## config.mk

```make
export PLATFORM = sky130hd
export DESIGN_NAME = lcd_scanline_mode_timer_unit
export DESIGN_NICKNAME = d
export VERILOG_FILES = /design/src/hw/rtl/lcd_smt_pkg.sv /design/src/hw/rtl/lcd_scanline_mode_timer_unit.sv
export SDC_FILE = /design/constraint.sdc
export NUM_CORES = 1
export LEC_CHECK = 0
export BUFFER_PORTS_ARGS = -buffer_cell sky130_fd_sc_hd__buf_2
export CAP_MARGIN = 30
export CORE_MARGIN = 5
export CORE_UTILIZATION = 62
export DETAILED_ROUTE_END_ITERATION = 8
export GPL_ROUTABILITY_DRIVEN = 0
export GPL_TIMING_DRIVEN = 0
export PLACE_DENSITY = 0.85
export SYNTH_ARGS = -nofsm -noshare
export SYNTH_HDL_FRONTEND = slang
export SYNTH_SLANG_ARGS = --single-unit
export TNS_END_PERCENT = 100
```

## constraint.sdc

```tcl
create_clock -name clk -period 4.1 [get_ports clk]
set_input_delay 0.615 -clock clk [delete_from_list [all_inputs] [get_ports clk]]
set_output_delay 0.615 -clock clk [all_outputs]
set_load 0.005 [all_outputs]
```

## src/hw/rtl/lcd_smt_pkg.sv

```systemverilog
`timescale 1ns / 1ps
// ----------------------------------------------------------------------------
// LCD scanline mode timer package
// Timing constants, mode codes, register indexes and the result layout.
// ----------------------------------------------------------------------------
package lcd_smt_pkg;

    localparam int DOTS_PER_LINE = 456;
    localparam int VISIBLE_LINES = 144;
    localparam int TOTAL_LINES   = 154;
    localparam int OAM_DOTS      = 80;
    localparam int TRANSFER_DOTS = 172;

    localparam int CD_W      = 10;
    localparam int LINE_W    = 8;
    localparam int ELAPSED_W = 8;
    localparam int CFG_IDX_W = 3;
    localparam int CFG_DAT_W = 8;

    // countdown thresholds that split a visible line into its modes
    localparam int OAM_BOUND  = DOTS_PER_LINE - OAM_DOTS;
    localparam int XFER_BOUND = OAM_BOUND - TRANSFER_DOTS;

    localparam logic signed [CD_W+1:0] OAM_BOUND_S  = (CD_W+2)'(OAM_BOUND);
    localparam logic signed [CD_W+1:0] XFER_BOUND_S = (CD_W+2)'(XFER_BOUND);
    localparam logic [CD_W-1:0]        CD_RELOAD    = CD_W'(DOTS_PER_LINE);
    localparam logic [LINE_W-1:0]      LINE_VBLANK  = LINE_W'(VISIBLE_LINES);
    localparam logic [LINE_W-1:0]      LINE_TOTAL   = LINE_W'(TOTAL_LINES);

    typedef enum logic [1:0] {
        MODE_HBLANK   = 2'd0,
        MODE_VBLANK   = 2'd1,
        MODE_OAM      = 2'd2,
        MODE_TRANSFER = 2'd3
    } lcd_mode_t;

    typedef enum logic [CFG_IDX_W-1:0] {
        REG_DISPLAY_ENABLE = 3'd0,
        REG_LINE_COMPARE   = 3'd1,
        REG_HBLANK_IRQ_EN  = 3'd2,
        REG_VBLANK_IRQ_EN  = 3'd3,
        REG_OAM_IRQ_EN     = 3'd4,
        REG_COIN_IRQ_EN    = 3'd5
    } cfg_reg_t;

    // packed from the top down: current_line sits in the lowest bits
    typedef struct packed {
        logic [1:0]        pad;
        logic              draw_line;
        logic              vblank_irq;
        logic              stat_irq;
        logic              coincidence;
        lcd_mode_t         mode;
        logic [LINE_W-1:0] current_line;
    } result_t;

endpackage

```

## src/hw/rtl/lcd_scanline_mode_timer_unit.sv

```systemverilog
`timescale 1ns / 1ps
// ----------------------------------------------------------------------------
// LCD scanline mode timer
// Tracks dot countdown, line and display mode; flags STAT/vblank/draw events.
// ----------------------------------------------------------------------------
// Usage:
//  s_* channel: one beat per timing step, s_tdata carries elapsed_cycles.
//  m_* channel: one result beat per input beat, in order.
//  cfg_we/cfg_index/cfg_data: register write, taken on any edge with cfg_we
//  high; write only while no beat is in flight. Indexes above 5 are ignored.
//  Result: a result is on m_* in the cycle after its input beat is taken.
//  Throughput: one beat per cycle while m_* is not stalled; the state
//  update for a beat is a single subtract-and-compare on the countdown
//  plus the line increment, done in the cycle the beat is taken.
//  The result register frees s_tready whenever it is empty or being drained,
//  so a stalled receiver holds m_tdata and back-pressures the input only
//  while the result register is full.
//  Reset: configuration registers to zero, countdown to a full line,
//  line 0, mode 0; no result pending. With the display disabled every beat
//  yields an all-zero result and puts the counters back to their reset values.
// ----------------------------------------------------------------------------
module lcd_scanline_mode_timer_unit
    import lcd_smt_pkg::*;
(
    input  logic                 clk,
    input  logic                 rst_n,
    input  logic                 s_tvalid,
    output logic                 s_tready,
    input  logic [7:0]           s_tdata,   // [7:0] elapsed_cycles
    output logic                 m_tvalid,
    input  logic                 m_tready,
    // [7:0] current_line, [9:8] mode, [10] coincidence, [11] stat_irq,
    // [12] vblank_irq, [13] draw_line, [15:14] zero
    output logic [15:0]          m_tdata,
    input  logic                 cfg_we,
    input  logic [CFG_IDX_W-1:0] cfg_index,
    input  logic [CFG_DAT_W-1:0] cfg_data
);

    logic              disp_en_reg;
    logic [LINE_W-1:0] line_cmp_reg;
    logic              hblank_ie_reg;
    logic              vblank_ie_reg;
    logic              oam_ie_reg;
    logic              coin_ie_reg;

    logic [CD_W-1:0]   dot_countdown_reg, dot_countdown_next;
    logic [LINE_W-1:0] line_counter_reg, line_counter_next;
    lcd_mode_t         last_mode_reg, last_mode_next;

    logic              m_tvalid_reg;
    result_t           result_reg, result_next;

    logic                   accept;
    logic signed [CD_W+1:0] cd_ext;
    logic signed [CD_W+1:0] cd_left;
    logic                   cd_expired;
    logic [LINE_W-1:0]      line_inc;
    lcd_mode_t              mode_cur;
    logic                   mode_ie;
    logic                   coin;

    assign s_tready = !m_tvalid_reg || m_tready;
    assign accept   = s_tvalid && s_tready;
    assign m_tvalid = m_tvalid_reg;
    assign m_tdata  = result_reg;

    // configuration registers
    always_ff @(posedge clk or negedge rst_n)
    begin
        if (!rst_n)
        begin
            disp_en_reg   <= 1'b0;
            line_cmp_reg  <= '0;
            hblank_ie_reg <= 1'b0;
            vblank_ie_reg <= 1'b0;
            oam_ie_reg    <= 1'b0;
            coin_ie_reg   <= 1'b0;
        end
        else if (cfg_we)
        begin
            unique case (cfg_index)
                REG_DISPLAY_ENABLE: disp_en_reg   <= cfg_data[0];
                REG_LINE_COMPARE:   line_cmp_reg  <= cfg_data[LINE_W-1:0];
                REG_HBLANK_IRQ_EN:  hblank_ie_reg <= cfg_data[0];
                REG_VBLANK_IRQ_EN:  vblank_ie_reg <= cfg_data[0];
                REG_OAM_IRQ_EN:     oam_ie_reg    <= cfg_data[0];
                REG_COIN_IRQ_EN:    coin_ie_reg   <= cfg_data[0];
                default: ;
            endcase
        end
    end

    always_comb
    begin
        cd_ext     = $signed({2'b00, dot_countdown_reg});
        cd_left    = cd_ext - $signed({{(CD_W+2-ELAPSED_W){1'b0}}, s_tdata});
        cd_expired = (cd_left <= 0);
        line_inc   = line_counter_reg + LINE_W'(1);

        // mode comes from the state before this step
        priority if (line_counter_reg >= LINE_VBLANK)
        begin
            mode_cur = MODE_VBLANK;
            mode_ie  = vblank_ie_reg;
        end
        else if (cd_ext >= OAM_BOUND_S)
        begin
            mode_cur = MODE_OAM;
            mode_ie  = oam_ie_reg;
        end
        else if (cd_ext >= XFER_BOUND_S)
        begin
            mode_cur = MODE_TRANSFER;
            mode_ie  = 1'b0;
        end
        else
        begin
            mode_cur = MODE_HBLANK;
            mode_ie  = hblank_ie_reg;
        end

        coin = (line_counter_reg == line_cmp_reg);

        result_next        = '0;
        dot_countdown_next = CD_RELOAD;
        line_counter_next  = '0;
        last_mode_next     = MODE_HBLANK;

        if (disp_en_reg)
        begin
            last_mode_next          = mode_cur;
            result_next.mode        = mode_cur;
            result_next.coincidence = coin;
            result_next.stat_irq    = (mode_ie && (mode_cur != last_mode_reg))
                                   || (coin && coin_ie_reg);
            line_counter_next       = line_counter_reg;
            if (cd_expired)
            begin
                line_counter_next = line_inc;
                if (line_inc == LINE_VBLANK)
                    result_next.vblank_irq = 1'b1;
                else if (line_inc >= LINE_TOTAL)
                    line_counter_next = '0;
                else if (line_inc < LINE_VBLANK)
                    result_next.draw_line = 1'b1;
            end
            else
            begin
                dot_countdown_next = cd_left[CD_W-1:0];
            end
            result_next.current_line = line_counter_next;
        end
    end

    always_ff @(posedge clk or negedge rst_n)
    begin
        if (!rst_n)
        begin
            dot_countdown_reg <= CD_RELOAD;
            line_counter_reg  <= '0;
            last_mode_reg     <= MODE_HBLANK;
            m_tvalid_reg      <= 1'b0;
        end
        else
        begin
            if (accept)
            begin
                dot_countdown_reg <= dot_countdown_next;
                line_counter_reg  <= line_counter_next;
                last_mode_reg     <= last_mode_next;
                m_tvalid_reg      <= 1'b1;
            end
            else if (m_tready)
            begin
                m_tvalid_reg <= 1'b0;
            end
        end
    end

    always_ff @(posedge clk)
    begin
        if (accept)
            result_reg <= result_next;
    end

`ifndef NO_ASSERTIONS
    a_off_zero: assert property (@(posedge clk) disable iff (!rst_n)
        (accept && !disp_en_reg) |=> (m_tvalid && (m_tdata == '0)))
        else $error("display off did not give an all-zero result");

    a_line_range: assert property (@(posedge clk) disable iff (!rst_n)
        line_counter_reg < LINE_TOTAL)
        else $error("line counter beyond last line");

    a_cd_range: assert property (@(posedge clk) disable iff (!rst_n)
        (dot_countdown_reg != '0) && (dot_countdown_reg <= CD_RELOAD))
        else $error("dot countdown out of range");

    a_flags_excl: assert property (@(posedge clk) disable iff (!rst_n)
        m_tvalid |-> !(result_reg.vblank_irq && result_reg.draw_line))
        else $error("vblank and draw flagged on the same beat");
`endif

endmodule

```

Yosys cells after proc, flatten, opt, wreduce, memory -nomap -nowiden

Index checks and enable logic that the tools add are counted.

Register bits: 48
Output and inout bits: 18
Word-level logic and storage cells: 67

$add $sub $neg: 2
Magnitude comparators: 6
Eq/ne operators: 8
Mux-type cells: 17
Bitwise logic cells: 2
Reduce and logical (&&, ||, !) cells: 16

Operator list:

| cell                                                                                  | count |
|---|---|
| 8-bit 2-to-1 mux                                                                      | 4 |
| 10-bit 2-to-1 mux                                                                     | 2 |
| 8-bit greater-or-equal comparator (second input constant)                             | 2 |
| 2-bit AND reduction                                                                   | 7 |
| 11-bit by 1-bit <= comparator with 1-bit output (second input constant)               | 1 |
| 10-bit by 8-bit subtractor with 11-bit output                                         | 1 |
| 10-bit by 8-bit greater-or-equal comparator with 1-bit output (second input constant) | 1 |
| 10-bit by 9-bit greater-or-equal comparator with 1-bit output (second input constant) | 1 |
| 8-bit by 1-bit adder with 8-bit output (second input constant)                        | 1 |
| 8-bit equality test                                                                   | 1 |
| 8-bit equality test (second input constant)                                           | 1 |
| 8-bit less-than comparator (second input constant)                                    | 1 |
| 2-bit 2-to-1 mux                                                                      | 4 |
| 1-bit 2-to-1 mux                                                                      | 7 |
| 3-bit by 2-bit equality test with 1-bit output (second input constant)                | 2 |
| 3-bit equality test (second input constant)                                           | 2 |
| 4-bit OR reduction                                                                    | 1 |
| 3-bit by 1-bit equality test with 1-bit output (second input constant)                | 1 |
| 1-bit logical AND                                                                     | 3 |
| 3-bit zero test                                                                       | 1 |
| 1-bit logical OR                                                                      | 2 |
| 2-bit inequality test                                                                 | 1 |
| 1-bit NOT                                                                             | 2 |
| 2-bit nonzero test                                                                    | 1 |
| 1-bit zero test                                                                       | 1 |

Logic depth before layout (Yosys ltp)

Gate-level depths: netlist of run 1.

Depth in word-level cells: 7
Mapped depth: 12
Depth with buffers taken out: 11

Worst setup path before layout of run 1

No wires, ideal clock.

Kind: input to register
Start: input s_tdata[0]
End: register line_counter_reg[4]
Library setup time: 141 ps
Data arrival time: 2,914 ps
Required time: 3,959 ps
Slack: 1,045 ps
Cell stages on the path: 10
Cell sequence: ha_1 -> fa_1 -> nand2b_1 -> a211oi_1 -> o31a_1 -> a21oi_1 -> nor4_4 -> o2111ai_2 -> a31oi_1 -> o32ai_1

Word-level cells in the longest chain between the ends: 4

Ends and longest elaborated chain:

| what                                            | line                                | RTL |
|---|---|---|
| start, declared                                 | lcd_scanline_mode_timer_unit.sv:29  | `input logic [7:0] s_tdata,` |
| 10-bit by 8-bit subtractor with 11-bit output   | lcd_scanline_mode_timer_unit.sv:97  | `cd_left = cd_ext - $signed({{(CD_W+2-ELAPSED_W){1'b0}}, s_tdata});` |
| 11-bit by 1-bit <= comparator with 1-bit output | lcd_scanline_mode_timer_unit.sv:98  | `cd_expired = (cd_left <= 0);` |
| 8-bit 2-to-1 mux                                | lcd_scanline_mode_timer_unit.sv:138 | `if (cd_expired)` |
| 8-bit 2-to-1 mux                                | lcd_scanline_mode_timer_unit.sv:130 | `if (disp_en_reg)` |
| end signal, assigned                            | lcd_scanline_mode_timer_unit.sv:170 | `line_counter_reg <= line_counter_next;` |
| end, declared                                   | lcd_scanline_mode_timer_unit.sv:48  | `logic [LINE_W-1:0] line_counter_reg, line_counter_next;` |

Every way passes these cells.
A chain may end at the register's enable or synchronous reset.

Worst setup path in the final report of run 1

Start: input s_tdata[0]
End: register result_reg, in the netlist m_tdata[4] (data pin)

Word-level cells in the longest chain between the ends: 3

Ends and longest elaborated chain:

| what                                            | line                                | RTL |
|---|---|---|
| 10-bit by 8-bit subtractor with 11-bit output   | lcd_scanline_mode_timer_unit.sv:97  |  |
| 11-bit by 1-bit <= comparator with 1-bit output | lcd_scanline_mode_timer_unit.sv:98  |  |
| 8-bit 2-to-1 mux                                | lcd_scanline_mode_timer_unit.sv:138 |  |
| end signal, assigned                            | lcd_scanline_mode_timer_unit.sv:184 | `result_reg <= result_next;` |
| end, declared                                   | lcd_scanline_mode_timer_unit.sv:52  | `result_t result_reg, result_next;` |

Every way passes these cells.

==> out/qor.csv, run 1 <==
metric,value,unit
DR vias,2662,
Core Region,4720,um^2
initial DRC count,305,
count of cell types in the netlist,60,
post-synthesis sequential area ratio,0.420,
"slowest stage cell, crit path",o32ai_1,
Mapped Cells,313,
first-pass GRT wire length,11900,um
WP buf/inv,1,
fin. max-slew vios,0,
unrepaired setup endpoints after global routing,no,
Final Cycle Share,0.842,
area grow syn2layout,13.4,%
max cap viols,0,
"Clk Latency, worst-skew pair",300,ps
total congestion overflow,0,
final core area utilization,0.728,
Die Width,80.0,um
dpl cells,421,
GRT met2 Usage,0.382,
Synth area leaders,"dfrtp_1 (25%), edfxtp_1 (14%), mux2_2 (4.8%), ha_1 (4.5%), xnor2_1 (3.8%)",
crit end category,flop,
Leak,1.42,nW
post_cts resized,0,
GR peak layer,met2,
Fin Clk Skew,6.68,ps
DRC,0,
CTS root buf,clkbuf_8,
TritonCTS buffer count,5,
asr flop ratio synth,0.708,
worst slew pin tran,793,ps
max FFs per register,14,
Clock Path Buffers,2,
DIE HEIGHT,80.0,um
All-Layer GR Usage,0.241,
#FFs+latches synth,48,
total power draw,1.91,mW
Synth top area share,0.247,
Worst slew margin,0.471,
vias in the first global route,2562,
number of synthesized flops with an enable pin,14,
Tmin final,3450,ps
initial antenna violation count,0,
CTS tree,built,
Hold Fails Final Rpt,0,
Initial DRT Pass Iterations,5,
Final setup viols,0,
n_diodes,0,
Final Non-Filler Cells,429,
hold-fix buffers at CTS,0,
input/output buffers,39,
class of the worst hold path,primary input to asynchronous set/reset pin,
# Post-CTS Setup Buffers,0,
clk sink count,48,
CP arrival,3520,ps
crit path kind,primary input to flop,
Cell Rows,25,
Syn Std Cell Area,3040,um^2
met3 Use GR,0.0474,
# IOs,42,
design area,3440,um^2
ordered list of cells on the worst path,"buf_2, ha_1, fa_1, nand2b_1, a211oi_1, o31a_1, a21oi_1, nor4_4, o2111a_1, o21ai_1, o32ai_1",
Crit path max-delay family,compound AO/OA/AOI/OAI gates,
DP Area,3330,um^2
clk slew on worst S/H paths,90,ps
fin nets,397,
grt met1 use,0.319,
Initial Utilization,0.643,
cell taking the most area after synthesis,dfrtp_1,
Routed WL per cell,16.4,um
Routed WL,7020,um
syn avg cell area,9.70,um^2
number of vias per cell,6.21,
Commonest cells post-synth,"dfrtp_1 (30), inv_1 (24), nand2_1 (22)",
setup TNS,0,ps
largest net degree at the start of global routing,35,
VDD IR-drop max,0.299,mV
layout cells sized above 1,0.221,
Detailed Place HPWL,5070,um
outcome,completed,
CP Max Fanout,7,
fmax,290,MHz
H-tree levels,2,
Post-synth top flop,dfrtp_1,
Ys Warns,0,
Routed Antenna Nets,0,
Worst Setup Start Kind,primary input,
"count leader, synth",dfrtp_1,
pwr dens,554,nW/um^2
"Req. time, crit path",4170,ps
Die ar.,6400,um^2
slowest cell delay on critical path,450,ps
[cells by family after synthesis]
| family | after synthesis | synth area share |
|---|---|---|
| xor gates and xnor gates | 20 | 0.0602 |
| DFF | 48 | 0.420 |
| buffers and inverters | 42 | 0.0569 |
| adders and majority gates | 12 | 0.0519 |
| AOI/OAI and AO/OA | 80 | 0.189 |
| other | 1 | 0.00124 |
| muxes | 13 | 0.0482 |
| and+or+nand+nor | 97 | 0.172 |
[stage by stage]
step                      hold slack [ps]  worst slack, ps
after floorplan                       319             1040
after global placement                461              532
after detailed placement              496              447
after CTS                             421              707
after global routing                  456              501
final                                 395              649
[where the power goes]
group          internal [mW]  switching (mW)  leakage, nW
clock                  0.181           0.154       0.0552
combinational          0.345           0.514        0.812
sequential             0.628          0.0824        0.552
[metal layers]
layer	part of all wire	up-vias
met1	0.40	1236
li1	-	1249
met2	0.48	146
met4	0.029	0
met3	0.087	31
met5	0	-
[area by class of cell]
| class | count | area, um^2 |
|---|---|---|
| Buffer | 18 | 82.6 |
| Clock buffer | 6 | 72.6 |
| Clock inverter | 2 | 35.0 |
| Fill cell | 335 | 1280 |
| Inverter | 24 | 90.1 |
| Multi-Input combinational cell | 224 | 1590 |
| Sequential cell | 48 | 1280 |
| Tap cell | 67 | 83.8 |
| Timing Repair Buffer | 40 | 210 |
[path summary, 6_finish.rpt]
check	from	to	slack [ps]	cells past startpoint
worst max-delay path	s_tdata[0]	m_tdata[4]	650	11
worst min-delay path	rst_n	dot_countdown_reg[1]	400	1
worst max register to register	dot_countdown_reg[0]	m_tdata[4]	690	11
max in group asynchronous	rst_n	line_counter_reg[5]	3210	1
min in group clk	dot_countdown_reg[0]	dot_countdown_reg[0]	510	2
worst min register to register	dot_countdown_reg[0]	dot_countdown_reg[0]	510	2
[worst reg2reg max path, cell delays in order (launching register included)]
cell	delay [ps]
dfrtp_1	360
inv_1	50
ha_1	200
fa_1	400
nand2b_1	190
a211oi_1	300
o31a_1	190
a21oi_1	90
nor4_4	370
o2111a_1	390
o21ai_1	210
o32ai_1	450
[layout by cell type, fill, tap and decap left out, drive strengths merged, types with 4 or more instances in the layout]
cell type / n
buf: 48
dfrtp: 30
inv: 24
nand2: 22
nor2: 17
clkbuf: 16
nand3: 15
edfxtp: 14
xnor2: 14
mux2: 13
o21ai: 13
a21oi: 11
ha: 11
nor3: 9
nand2b: 7
o31ai: 7
nand4: 7
xor2: 6
or3: 5
o21a: 5
a31oi: 5
o22ai: 5
a211oi: 5
o211ai: 4
dfstp: 4
nor4: 4
(Power assumes the default switching activity.)
==> run 2: changes to the inputs <==
ABC_AREA = 1   (was unset)
CORE_UTILIZATION = 58   (was 62)
PLACE_DENSITY = 0.8   (was 0.85)
clock period = 3.6 ns   (was 4.1 ns; I/O delays follow)
==> run 2 against run 1 <==
Compared with the run above:
- utilization shrank 5.7 points
- clock skew down 1.2 ps
- register-to-register slack better by 320 ps
- synthesized cell count is 24% higher
- clock power shrank 9.2%
- sequential share of layout area down 0.11 points
- wire length fell by 8.1%
- critical path depth up 6
- global-route usage decreased by 2.9 points
- area after synthesis up 1.1%
- combinational power is 27% higher
- final cell count up 18%
- critical path type is now flop to flop
- critical endpoint is now m_tdata[5]
- largest cell class unchanged
- highest routed layer unchanged
==> out/qor.csv, run 2 <==
metric,value,unit,change
number of synthesized flops with an enable pin,14,,unchanged
clk slew on worst S/H paths,80,ps,about the same
max cap viols,0,,unchanged
input/output buffers,39,,unchanged
Final setup viols,0,,unchanged
Synth area leaders,"dfrtp_1 (24%), edfxtp_1 (14%), nand2_1 (14%), inv_1 (6.6%), nand3_1 (5.9%)",,
"most common cell after layout, fill and taps aside",nand2_1,,
most frequent cells in the layout,"nand2_1 (111), inv_1 (54), buf_2 (40)",,
initial DRC count,306,,+0.33%
TritonCTS buffer count,5,,unchanged
number of vias per cell,5.16,,-17%
fill cell count,474,,+41%
outcome,completed,,
CP arrival,2650,ps,-870 ps
Worst slew margin,0.495,,+0.0236
Fin Hold WS,299,ps,-96.2 ps
max FFs per register,14,,unchanged
class of the worst hold path,primary input to asynchronous set/reset pin,,
Post-synth top flop,dfrtp_1,,
crit end category,flop,,
fin. max-slew vios,0,,unchanged
asr flop ratio synth,0.708,,unchanged
setup TNS,0,ps,unchanged
Core Region,5140,um^2,+8.8%
post-synthesis sequential area ratio,0.416,,-0.00463
Final Cycle Share,0.720,,
"slowest stage cell, crit path",fa_1,,
DIE HEIGHT,82.7,um,+3.5%
Routed WL,6450,um,-8.1%
CTS tree,built,,
Clock Path Buffers,2,,unchanged
Crit path max-delay family,simple AND/OR/NAND/NOR gates,,
Worst Setup Start Kind,flop,,
"Clk Latency, worst-skew pair",300,ps,about the same
n_diodes,0,,unchanged
cell taking the most area after synthesis,dfrtp_1,,
Routed WL per cell,12.7,um,-22%
count of cell types in the netlist,42,,-30%
slowest cell delay on critical path,380,ps,-70 ps
Initial DRT Pass Iterations,4,,-1
unrepaired setup endpoints after global routing,no,,
H-tree levels,2,,unchanged
syn avg cell area,7.89,um^2,-19%
CP Max Fanout,10,,+3
fin nets,473,,+19%
Commonest cells post-synth,"nand2_1 (111), inv_1 (54), nand3_1 (36)",,
largest net degree at the start of global routing,35,,unchanged
Hold Fails Final Rpt,0,,unchanged
#FFs+latches synth,48,,unchanged
area grow syn2layout,12.4,%,
CTS root buf,clkbuf_8,,
# Post-CTS Setup Buffers,0,,unchanged
Tmin final,2590,ps,
Detailed Place HPWL,5020,um,-0.98%
final core area utilization,0.671,,-0.0571
clk sink count,48,,unchanged
initial antenna violation count,0,,unchanged
post_cts resized,0,,unchanged
crit path kind,flop to flop,,
"count leader, synth",nand2_1,,
DR vias,2620,,-1.6%
Leak,1.78,nW,+25%
Die Width,82.7,um,+3.5%
CP most frequent cell,nand2_1,,
Initial Utilization,0.597,,-0.0455
fmax,386,MHz,
pwr dens,656,nW/um^2,+18%
WP buf/inv,3,,+2
total congestion overflow,0,,unchanged
Mapped Cells,389,,+24%
"Req. time, crit path",3660,ps,-510 ps
vias in the first global route,2404,,-6.2%
# IOs,42,,unchanged
Fin Clk Skew,5.51,ps,-1.17 ps
first-pass GRT wire length,11000,um,-7.4%
Ys Warns,0,,unchanged
layout cells sized above 1,0.196,,-0.0246
DRC,0,,unchanged
Syn Std Cell Area,3070,um^2,+1.1%
Cell Rows,26,,+4.0%
worst slew pin tran,758,ps,-35.4 ps
All-Layer GR Usage,0.211,,-0.0295
ordered list of cells on the worst path,"inv_1, ha_1, fa_1, inv_1, nand2_1, nand2_1, nand3b_1, nand2_1, nand2_1, nand2_1, nand2_1, nor2_4, nand2_4, nand2_4, buf_8, nand2_1, and3_1",,
Die ar.,6850,um^2,+7.1%
hold-fix buffers at CTS,0,,unchanged
Synth top area share,0.245,,-0.00272
Routed Antenna Nets,0,,unchanged
VDD IR-drop max,0.353,mV,+18%
run 2: through the flow:
stage | setup WS [ps] | total power, mW | std cells | area (um^2)
3_5_place_dp | 729 | 1.96 | 500 | 3370
3_3_place_gp | 752 | 1.91 | 499 | 3360
4_1_cts | 988 | 2.26 | 508 | 3450
6_report | 1010 | 2.26 | 508 | 3450
5_1_grt | 836 | 2.47 | 508 | 3450
2_1_floorplan | 1110 | 1.69 | 390 | 3070
run 2: layout make-up:
cell class / instances / area, um^2 / share of cell area
Clock inverter: 1 / 3.75 / 0.00109
Multi-Input combinational cell: 278 / 1530 / 0.443
Sequential cell: 48 / 1280 / 0.370
Buffer: 8 / 57.6 / 0.0167
Clock buffer: 7 / 76.3 / 0.0221
Timing Repair Buffer: 40 / 210 / 0.0609
Inverter: 56 / 210 / 0.0609
Tap cell: 70 / 87.6 / 0.0254
run 2: path summary, 6_finish.rpt:
| kind | startpoint | to | slack (ps) | cells after the start |
|---|---|---|---|---|
| worst max register to register | dot_countdown_reg[0] | m_tdata[5] | 1010 | 17 |
| worst min register to register | dot_countdown_reg[0] | dot_countdown_reg[0] | 500 | 2 |
| max in group asynchronous | rst_n | last_mode_reg[1] | 2810 | 1 |
| worst max-delay path | dot_countdown_reg[0] | m_tdata[5] | 1010 | 17 |
| worst min-delay path | rst_n | line_counter_reg[0] | 300 | 1 |
| min in group clk | cfg_data[6] | line_cmp_reg[6] | 470 | 2 |
run 2: power breakdown:
part	switching (mW)	internal (mW)
Sequential	0.136	0.732
Combinational	0.675	0.414
Clock	0.170	0.135
Total	0.981	1.28
run 2: logic make-up after synthesis:
logic type / after synthesis / share of synthesized area
and+or+nand+nor: 202 / 0.305
xor gates and xnor gates: 8 / 0.0289
buffers and inverters: 64 / 0.0872
adders and majority gates: 12 / 0.0514
AOI/OAI and AO/OA: 48 / 0.0889
muxes: 6 / 0.0220
DFF: 48 / 0.416
other: 1 / 0.00122
run 2: metal layers:
metal | routed length, um | vias to the layer above | global-route usage | share of wire
li1 | - | 1357 | - | -
met1 | 3070 | 1187 | 0.312 | 0.48
met2 | 2960 | 66 | 0.323 | 0.46
met3 | 344 | 10 | 0.0336 | 0.053
met4 | 73 | 0 | 0.0556 | 0.011
met5 | 0 | - | 0 | 0
